[config.mk]
export PLATFORM = sky130hd
export DESIGN_NAME = short_name_suffix_scan_unit
export DESIGN_NICKNAME = d
export VERILOG_FILES = /design/src/sv/snss_pkg.sv /design/src/sv/short_name_suffix_scan_unit.sv
export SDC_FILE = /design/constraint.sdc
export NUM_CORES = 1
export LEC_CHECK = 0
export BUFFER_PORTS_ARGS = -buffer_cell sky130_fd_sc_hd__buf_4
export CAP_MARGIN = 0
export CORE_MARGIN = 2
export CORE_UTILIZATION = 35
export DETAILED_ROUTE_END_ITERATION = 10
export PLACE_DENSITY_LB_ADDON = 0.08
export SYNTH_ARGS = -nofsm -noshare
export SYNTH_HDL_FRONTEND = slang
export SYNTH_SLANG_ARGS = --single-unit
[constraint.sdc]
create_clock -name i_clk -period 11.45 [get_ports i_clk]
set_clock_uncertainty 0.15 [all_clocks]
set_input_delay 1.7175 -clock i_clk [delete_from_list [all_inputs] [get_ports i_clk]]
set_output_delay 1.7175 -clock i_clk [all_outputs]
set_load 0.01 [all_outputs]
[src/sv/snss_pkg.sv]
// ----------------------------------------------------------------------------
// snss_pkg: shared types and helpers for the short name suffix scan unit
// Payload structs, operation and status codes, register indexes, and the
// byte helpers for uppercasing and the rotate-right-and-add name checksum.
// ----------------------------------------------------------------------------
package snss_pkg;

    localparam logic [39:0] BASE_RESET     = 40'h2020202020;
    localparam logic [23:0] EXT_RESET      = 24'h202020;
    localparam logic [7:0]  CH_FREE        = 8'h00;
    localparam logic [7:0]  CH_DELETED     = 8'hE5;
    localparam logic [7:0]  ATTR_LONG_NAME = 8'h0F;
    localparam logic [7:0]  CH_TILDE       = 8'h7E;
    localparam logic [7:0]  CH_SPACE       = 8'h20;
    localparam logic [7:0]  CH_ZERO        = 8'h30;
    localparam logic [6:0]  TAIL_LIMIT     = 7'd99;
    localparam int          NAME_LEN       = 11;

    localparam logic OP_SCAN   = 1'b0;
    localparam logic OP_FINISH = 1'b1;

    localparam logic ST_OK       = 1'b0;
    localparam logic ST_OVERFLOW = 1'b1;

    localparam logic REG_BASE = 1'b0;
    localparam logic REG_EXT  = 1'b1;

    typedef struct packed {
        logic        operation;
        logic [63:0] entry_head;
        logic [7:0]  attribute;
    } t_snss_in;

    typedef struct packed {
        logic [63:0] short_name_head;
        logic [23:0] short_name_ext;
        logic [7:0]  name_checksum;
        logic        status;
    } t_snss_out;

    function automatic logic [7:0] upcase(input logic [7:0] c);
        if (c >= 8'h61 && c <= 8'h7A) begin
            return c - 8'd32;
        end
        return c;
    endfunction

    function automatic logic is_digit(input logic [7:0] c);
        return (c >= 8'h30) && (c <= 8'h39);
    endfunction

    // rotate right, then add the next name byte
    function automatic logic [7:0] sum_step(input logic [7:0] sum, input logic [7:0] b);
        return {sum[0], sum[7:1]} + b;
    endfunction

    // checksum over the five uppercased base bytes and the tilde
    function automatic logic [7:0] base_sum(input logic [39:0] base);
        logic [7:0] s;
        s = 8'h00;
        for (int i = 0; i < 5; i++) begin
            s = sum_step(s, upcase(base[8*i +: 8]));
        end
        s = sum_step(s, CH_TILDE);
        return s;
    endfunction

    localparam logic [7:0] BASE_SUM_RESET = base_sum(BASE_RESET);

endpackage

[src/sv/short_name_suffix_scan_unit.sv]
// ----------------------------------------------------------------------------
// short_name_suffix_scan_unit: FAT 8.3 short name builder with ~N tail
// Scans directory entries for the configured base followed by a numeric
// tail, keeps the highest tail, and on finish emits the next free name.
// ----------------------------------------------------------------------------
// Usage:
//   Input channel (i_in_valid / o_in_stall / i_in) carries one transaction
//   per directory entry (operation scan) or a finish request. Scan
//   transactions produce no output; a finish produces one output transaction
//   (o_out_valid / i_out_stall / o_out) with the name, its checksum and
//   status. The APB port sets the base name (address 0) and extension
//   (address 8); write them only while the unit is idle.
// Flow:
//   One transaction is accepted per cycle while o_in_stall is low. An
//   accepted transaction is held in the input register; the scan compare and
//   max update, or the name build and checksum, run between that register and
//   the output register, which offers the finish result.
// Reset:
//   Clears both valid flags and the highest tail; the base and extension
//   return to all spaces.
// Stall:
//   While the output is stalled a finish waits in the input register and
//   o_in_stall rises; scan transactions keep flowing past a held result.
// ----------------------------------------------------------------------------
module short_name_suffix_scan_unit
    import snss_pkg::*;
(
    input  logic        i_clk,
    input  logic        i_rst_n,
    input  logic        i_in_valid,
    output logic        o_in_stall,
    input  t_snss_in    i_in,
    output logic        o_out_valid,
    input  logic        i_out_stall,
    output t_snss_out   o_out,
    input  logic        psel,
    input  logic        penable,
    input  logic        pwrite,
    input  logic [3:0]  paddr,
    input  logic [63:0] pwdata,
    output logic [63:0] prdata,
    output logic        pready
);

    logic [39:0] r_base;
    logic [23:0] r_ext;
    logic [7:0]  r_base_sum;
    logic [6:0]  r_highest;
    logic        r_in_valid;
    t_snss_in    r_in;
    logic        r_out_valid;
    t_snss_out   r_out;

    logic        cfg_wr;
    logic        out_free;
    logic        adv;
    logic        in_accept;

    logic [39:0] base_up;
    logic [23:0] ext_up;
    logic [7:0]  b0;
    logic        skip;
    logic        base_match;
    logic [7:0]  d6_in;
    logic [7:0]  d7_in;
    logic [6:0]  tail;
    logic        tail_update;

    logic [6:0]  next_tail;
    logic        overflow;
    logic [14:0] tens_prod;
    logic [3:0]  tens;
    logic [6:0]  ones_wide;
    logic [7:0]  d6_out;
    logic [7:0]  d7_out;
    logic [7:0]  sum;
    t_snss_out   n_out;

    assign pready = 1'b1;
    assign cfg_wr = psel && penable && pwrite;
    assign prdata = (paddr[3] == REG_EXT) ? {40'h0, r_ext} : {24'h0, r_base};

    always_comb begin
        for (int i = 0; i < 5; i++) begin
            base_up[8*i +: 8] = upcase(r_base[8*i +: 8]);
        end
        for (int i = 0; i < 3; i++) begin
            ext_up[8*i +: 8] = upcase(r_ext[8*i +: 8]);
        end
    end

    // handshake: a scan always drains, a finish needs the output register
    assign out_free   = !r_out_valid || !i_out_stall;
    assign adv        = r_in_valid && ((r_in.operation == OP_SCAN) || out_free);
    assign o_in_stall = r_in_valid && !adv;
    assign in_accept  = i_in_valid && !o_in_stall;

    // scan path
    assign b0         = r_in.entry_head[7:0];
    assign skip       = (b0 == CH_FREE) || (b0 == CH_DELETED) ||
                        (r_in.attribute == ATTR_LONG_NAME);
    assign base_match = (r_in.entry_head[39:0] == base_up) &&
                        (r_in.entry_head[47:40] == CH_TILDE);
    assign d6_in      = r_in.entry_head[55:48];
    assign d7_in      = r_in.entry_head[63:56];

    always_comb begin
        tail = 7'd0;
        if (is_digit(d6_in)) begin
            if (is_digit(d7_in)) begin
                tail = {d6_in[3:0], 3'b000} + {2'b00, d6_in[3:0], 1'b0}
                     + {3'b000, d7_in[3:0]};
            end else if (d7_in == CH_SPACE) begin
                tail = {3'b000, d6_in[3:0]};
            end
        end
    end

    assign tail_update = !skip && base_match && (tail > r_highest);

    // finish path: next tail split into decimal digits by reciprocal multiply
    assign next_tail = r_highest + 7'd1;
    assign overflow  = next_tail > TAIL_LIMIT;
    assign tens_prod = {8'h00, next_tail} * 15'd205;
    assign tens      = tens_prod[14:11];
    assign ones_wide = next_tail - {tens, 3'b000} - {2'b00, tens, 1'b0};

    always_comb begin
        if (next_tail < 7'd10) begin
            d6_out = CH_ZERO | {4'h0, next_tail[3:0]};
            d7_out = CH_SPACE;
        end else begin
            d6_out = CH_ZERO | {4'h0, tens};
            d7_out = CH_ZERO | {4'h0, ones_wide[3:0]};
        end
        sum = sum_step(r_base_sum, d6_out);
        sum = sum_step(sum, d7_out);
        for (int i = 0; i < 3; i++) begin
            sum = sum_step(sum, ext_up[8*i +: 8]);
        end
        if (overflow) begin
            n_out.short_name_head = 64'h0;
            n_out.short_name_ext  = 24'h0;
            n_out.name_checksum   = 8'h00;
            n_out.status          = ST_OVERFLOW;
        end else begin
            n_out.short_name_head = {d7_out, d6_out, CH_TILDE, base_up};
            n_out.short_name_ext  = ext_up;
            n_out.name_checksum   = sum;
            n_out.status          = ST_OK;
        end
    end

    always_ff @(posedge i_clk) begin
        if (!i_rst_n) begin
            r_base     <= BASE_RESET;
            r_ext      <= EXT_RESET;
            r_base_sum <= BASE_SUM_RESET;
        end else if (cfg_wr) begin
            if (paddr[3] == REG_BASE) begin
                r_base     <= pwdata[39:0];
                r_base_sum <= base_sum(pwdata[39:0]);
            end else begin
                r_ext <= pwdata[23:0];
            end
        end
    end

    always_ff @(posedge i_clk) begin
        if (!i_rst_n) begin
            r_in_valid <= 1'b0;
        end else if (in_accept) begin
            r_in_valid <= 1'b1;
        end else if (adv) begin
            r_in_valid <= 1'b0;
        end
    end

    always_ff @(posedge i_clk) begin
        if (in_accept) begin
            r_in <= i_in;
        end
    end

    always_ff @(posedge i_clk) begin
        if (!i_rst_n) begin
            r_highest <= 7'd0;
        end else if (adv) begin
            if (r_in.operation == OP_FINISH) begin
                r_highest <= 7'd0;
            end else if (tail_update) begin
                r_highest <= tail;
            end
        end
    end

    // hold the result while stalled; load a finish when the slot frees up
    always_ff @(posedge i_clk) begin
        if (!i_rst_n) begin
            r_out_valid <= 1'b0;
        end else if (out_free) begin
            r_out_valid <= adv && (r_in.operation == OP_FINISH);
        end
    end

    always_ff @(posedge i_clk) begin
        if (out_free && adv && (r_in.operation == OP_FINISH)) begin
            r_out <= n_out;
        end
    end

    assign o_out_valid = r_out_valid;
    assign o_out       = r_out;

endmodule

==> results of run 1 <==
## worst register-to-register path: cells and delay by family (launching register included)
family          cells  cell delay, ps
compound gates     16            2650
xor+xnor            6            1520
simple gates        4             850
flops               1             300
buf+inv             7             720
fa+ha+maj          11            3780
## cells by family after synthesis
group | share of synthesized area
compound gates | 0.132
xor+xnor | 0.0629
fa+ha+maj | 0.139
buf+inv | 0.0580
flops | 0.435
mux | 0.0199
other cells | 0.000515
simple gates | 0.154
## flip-flops by register name (all words and copies together), names as in the netlist
name and count:
d7_in 8, b0 8, r_in_valid 1, r_ext 24
r_base 40, d6_in 8, r_highest 7, o_out_valid 1
r_in 49, o_out 84, r_base_sum 8
## worst paths after layout
path,startpoint,endpoint,slack [ps]
setup / recovery,r_highest[0]$_SDFFE_PN0P_,o_out[8]$_SDFFCE_PP0P_,1210
setup reg to reg,r_highest[0]$_SDFFE_PN0P_,o_out[8]$_SDFFCE_PP0P_,1210
hold / removal,r_highest[6]$_SDFFE_PN0P_,r_highest[6]$_SDFFE_PN0P_,310
hold reg to reg,r_highest[6]$_SDFFE_PN0P_,r_highest[6]$_SDFFE_PN0P_,310
## cell usage after synthesis (all sizes together) (35+ instances only)
master / number / area, sq um
clkbuf: 35 / 131
o21ai: 47 / 243
ha: 131 / 1640
edfxtp: 157 / 4710
buf: 40 / 300
a21oi: 80 / 400
and2: 48 / 300
xor2: 48 / 420
nand2: 199 / 747
nor2: 85 / 322
a21boi: 59 / 443
inv: 110 / 413
xnor2: 54 / 473
dfxtp: 81 / 1620
## final cells by class
class,instances,area (sq um),area share
multi-input combinational,1073,7530,0.421
sequential,238,6340,0.354
timing repair buffer,262,1970,0.110
clock buffer,31,733,0.0410
tap,532,666,0.0372
inverter,110,413,0.0231
clock inverter,22,241,0.0135
antenna,1,2.50,0.000140
## per-layer routing
metal,wire [um],vias to the layer above,GRT usage
li1,-,5572,-
met1,20100,5253,0.266
met3,2070,49,0.0337
met2,20500,264,0.332
met4,941,0,0.0445
met5,0,-,0
## placed cells by master, fill, tap and decap left out, drive strengths merged, types with 6 or more instances in the layout
master  Yosys  layout
buf        40     262
nand2     199     199
edfxtp    157     157
ha        131     131
inv       110     113
nor2       85      85
dfxtp      81      81
a21oi      80      80
a21boi     59      59
xnor2      54      54
xor2       48      48
and2       48      48
o21ai      47      47
conb        2      31
clkbuf     35      31
nor3       30      30
a21o       27      27
nor2b      25      25
fa         19      19
mux2       16      16
nand3      16      16
nor4       15      15
o211ai     13      13
nand4      12      12
clkinv      0      12
mux2i      11      11
o21bai     10      10
nand2b      7       7
a31oi       6       6
o21a        6       6
or4         6       6
## per-stage QoR
| stage | instances | cell area, sq um |
|---|---|---|
| final | 2269 | 17900 |
| after global routing | 2269 | 17900 |
| after detailed placement | 2215 | 16900 |
| after floorplan | 1496 | 14700 |
| after CTS | 2268 | 17900 |
| after global placement | 2215 | 16900 |
## power by group
group / internal (mW) / switching [mW]
registers: 0.963 / 0.0267
logic: 0.382 / 0.454
clock network: 0.574 / 0.383
==> results.cfg, run 1 <==
[sta]
fin_crit_ps = 10240
tightest_slew_ps = 1000
holdWs_ps = 313
tns_ps = 0
max_slew_margin = 0.329
post-route-period-util = 0.894
fmax_mhz = 97.7
setup_viol = 0
rsz0062_at_grt = no
fin_ws_ps = 1210
drv_slew = 0
finalHoldViolations = 0

[floorplanning]
start_util = 0.356
die_area_sq_mm = 0.0433
dieWidth_um = 208
core-area_sq_mm = 0.0409
rows = 74
num_io_pins = 312
die_y_um = 208

[routing]
wl_per_cell_um = 19.2
ant_nets = 0
drc = 0
drtIter0Drc = 516
via_count = 11100
avgViaCountPerCell = 4.91
drt-pass1-iter-count = 5
finalWirelength_mm = 43.5

[global_routing]
grt_start_max_net_pins = 79
grt_overflow_total = 0
antenna_found_initial = 1
grt_use_total = 0.197
grt_pass1_wl_mm = 66.2
grt_pass1_vias = 11000

[power]
power_leakage_nw = 7.85
p_per_area_mw_per_mm2 = 156
ir_worst_vdd_uv = 114
total_power_mw = 2.78

[logic_synthesis]
ys.flop_type = edfxtp_1
synth-async-reset-ratio = 0
synthCells = 1467
synth.yosys.seq_area_share = 0.435
synthesis.area_per_instance_sq_um = 9.93
ys_ff_latch = 238
syn_area_sq_mm = 0.0146
ys_types = 67
ys.warnings.count = 0
synth_edf_count = 157

[clock_tree]
insertion_delay_ps = 580
clkTransAtPathRegs_ps = 60
cts-htree-levels = 1
postCtsSetupRepairBufs = 0
cts-resized-gates = 0
cts_buffers = 29
ctsHoldBuffers = 0
cts.sinks = 238
cts_tree = built
clockBufferDepth = 3
cts_root_buf = clkbuf_16

[worst_setup_path]
cp_num_buf_inv = 7
crit_family = adder cells
r2r_cells = 44
crit_fanout = 10
worst_path_max_delay_cell = fa_1
slowest_delay_ps = 530
cp.arrival_ps = 10400
end_kind = flop
critPathKind = flop to flop
worst-path-stages = 44
cp.required_ps = 11610
cp-start-kind = flop
crit_path_frequent_cell = ha_1

[placed_design]
preCtsSetupSlack_ps = 1140
dp_hpwl_mm = 33.2
portBuffers = 253
place.gp.congestion = 0.882

[worst_hold_path]
holdPathStages = 2
hp-class = flop to flop

[outcome]
status = finished clean

[cells_and_area]
final_layout_size_suffix_gt1_frac = 0.196
nFillCells = 3979
utilization = 0.437
nets = 2012
areaGrowthSynthToFinish_pct = 22.8

[job]
drv_cap = 0
(Power assumes the default switching activity.)
==> run 2, diff against run 1 <==
==> constraint.sdc (replaced) <==
create_clock -name i_clk -period 8.7 [get_ports i_clk]
set_clock_uncertainty 0.15 [all_clocks]
set_input_delay 1.305 -clock i_clk [delete_from_list [all_inputs] [get_ports i_clk]]
set_output_delay 1.305 -clock i_clk [all_outputs]
set_load 0.01 [all_outputs]
==> results.cfg, run 2 (same netlist as run 1, synthesis figures left out) <==
[worst_setup_path]
cp-start-kind = flop
cp.required_ps = 8870
cp.arrival_ps = 8820
crit_family = adder cells
cp_num_buf_inv = 7
end_kind = flop
crit_fanout = 4
worst_path_max_delay_cell = fa_1
worst-path-stages = 42
critPathKind = flop to flop
r2r_cells = 42
slowest_delay_ps = 530

[placed_design]
dp_hpwl_mm = 33.8
preCtsSetupSlack_ps = -604
place.gp.congestion = 0.896
portBuffers = 253

[clock_tree]
cts_tree = built
cts.sinks = 238
cts_buffers = 28
clkTransAtPathRegs_ps = 60
insertion_delay_ps = 570
cts-htree-levels = 1
cts_root_buf = clkbuf_16
clockBufferDepth = 3

[global_routing]
grt_overflow_total = 0
grt_start_max_net_pins = 79
grt_use_total = 0.199
antenna_found_initial = 2
grt_pass1_vias = 11200
grt_pass1_wl_mm = 66.6

[sta]
fin_crit_ps = 8650
setup_viol = 0
max_slew_margin = 0.360
tightest_slew_ps = 958
fmax_mhz = 116
rsz0062_at_grt = yes
post-route-period-util = 0.995
drv_slew = 0
finalHoldViolations = 0
fin_ws_ps = 45.2

[routing]
via_count = 11400
finalWirelength_mm = 44.2
drtIter0Drc = 575
drc = 0
drt-pass1-iter-count = 5
wl_per_cell_um = 18.9
avgViaCountPerCell = 4.89
ant_nets = 0

[cells_and_area]
largest_reg_flops = 84
final_common_cell = buf_4
antennaDiodeCount = 0
nets = 2079
nFillCells = 4037
areaGrowthSynthToFinish_pct = 29.2
layout_common_cells = buf_4 (329), nand2_1 (199), edfxtp_1 (157)
final_layout_size_suffix_gt1_frac = 0.273

[power]
power_leakage_nw = 8.21
total_power_mw = 3.71
p_per_area_mw_per_mm2 = 197
ir_worst_vdd_uv = 163

[outcome]
status = finished clean

[floorplanning]
dieWidth_um = 208
core-area_sq_mm = 0.0409
start_util = 0.356
die_y_um = 208
num_io_pins = 312
rows = 74
die_area_sq_mm = 0.0433

[worst_hold_path]
hp-class = flop to flop
holdPathStages = 2

[job]
drv_cap = 0
## run 2: cell types whose count changed in the layout (fill, tap and decap cells not counted), sizes merged
cell      delta
bufinv       -3
clkinv       -2
buf         +68
clkinvlp     -1
inv          -3
diode        -1
clkbuf       +6
## run 2: layout make-up
type                            instances  area, sq um  share of cell area
Multi-Input combinational cell       1073         8040               0.427
Sequential cell                       238         6350               0.337
Timing Repair Buffer                  330         2480               0.132
Clock buffer                           37          748              0.0397
Tap cell                              532          666              0.0354
Inverter                              110          413              0.0219
Clock inverter                         13          133             0.00704
## run 2: report_power, final
| part | switching, mW | total (mW) | internal (mW) | leakage, nW |
|---|---|---|---|---|
| registers | 0.0361 | 1.30 | 1.27 | 2.22 |
| clock network | 0.480 | 1.14 | 0.662 | 0.429 |
| logic | 0.665 | 1.27 | 0.605 | 5.57 |
| total | 1.18 | 3.71 | 2.53 | 8.21 |
## run 2: timing repair
| action | CTS | global route |
|---|---|---|
| buffers inserted | 6 | 2 |
| hold buffers | 0 | 0 |
| setup endpoints to repair | 6 | 5 |
| gates resized for setup | 36 | 55 |
| pin swaps | 25 | 56 |
## run 2: per-layer routing
metal | track usage | vias to the layer above | share of wire
met5 | 0 | - | 0.00061
met4 | 0.0426 | 4 | 0.017
met3 | 0.0355 | 40 | 0.048
met2 | 0.336 | 239 | 0.48
met1 | 0.267 | 5417 | 0.46
li1 | - | 5714 | -
## run 2: worst paths after layout
check / slack (ps) / end / startpoint
worst max-delay path: 50 / o_out[8]$_SDFFCE_PP0P_ / r_highest[1]$_SDFFE_PN0P_
worst min-delay path: 330 / r_highest[6]$_SDFFE_PN0P_ / r_highest[6]$_SDFFE_PN0P_
worst max register to register: 50 / o_out[8]$_SDFFCE_PP0P_ / r_highest[1]$_SDFFE_PN0P_
worst min register to register: 330 / r_highest[6]$_SDFFE_PN0P_ / r_highest[6]$_SDFFE_PN0P_
## run 2: tightest hold or removal path, delay by kind of cell (launching register included)
kind,cells,cell delay (ps)
flip-flops,1,310
multiplexers,1,60
AND/OR/NAND/NOR,1,50
## run 2: metrics by stage
stage          cell area (sq um)  setup TNS (ps)  std cells  utilization  hold slack (ps)
5_1_grt                    18800            -956       2333        0.460              345
3_3_place_gp               17400           -1590       2276        0.426              300
3_5_place_dp               17400           -2200       2276        0.426              312
6_report                   18800               0       2333        0.460              325
2_1_floorplan              14800               0       1496            -              288
4_1_cts                    18500               0       2332        0.453              326
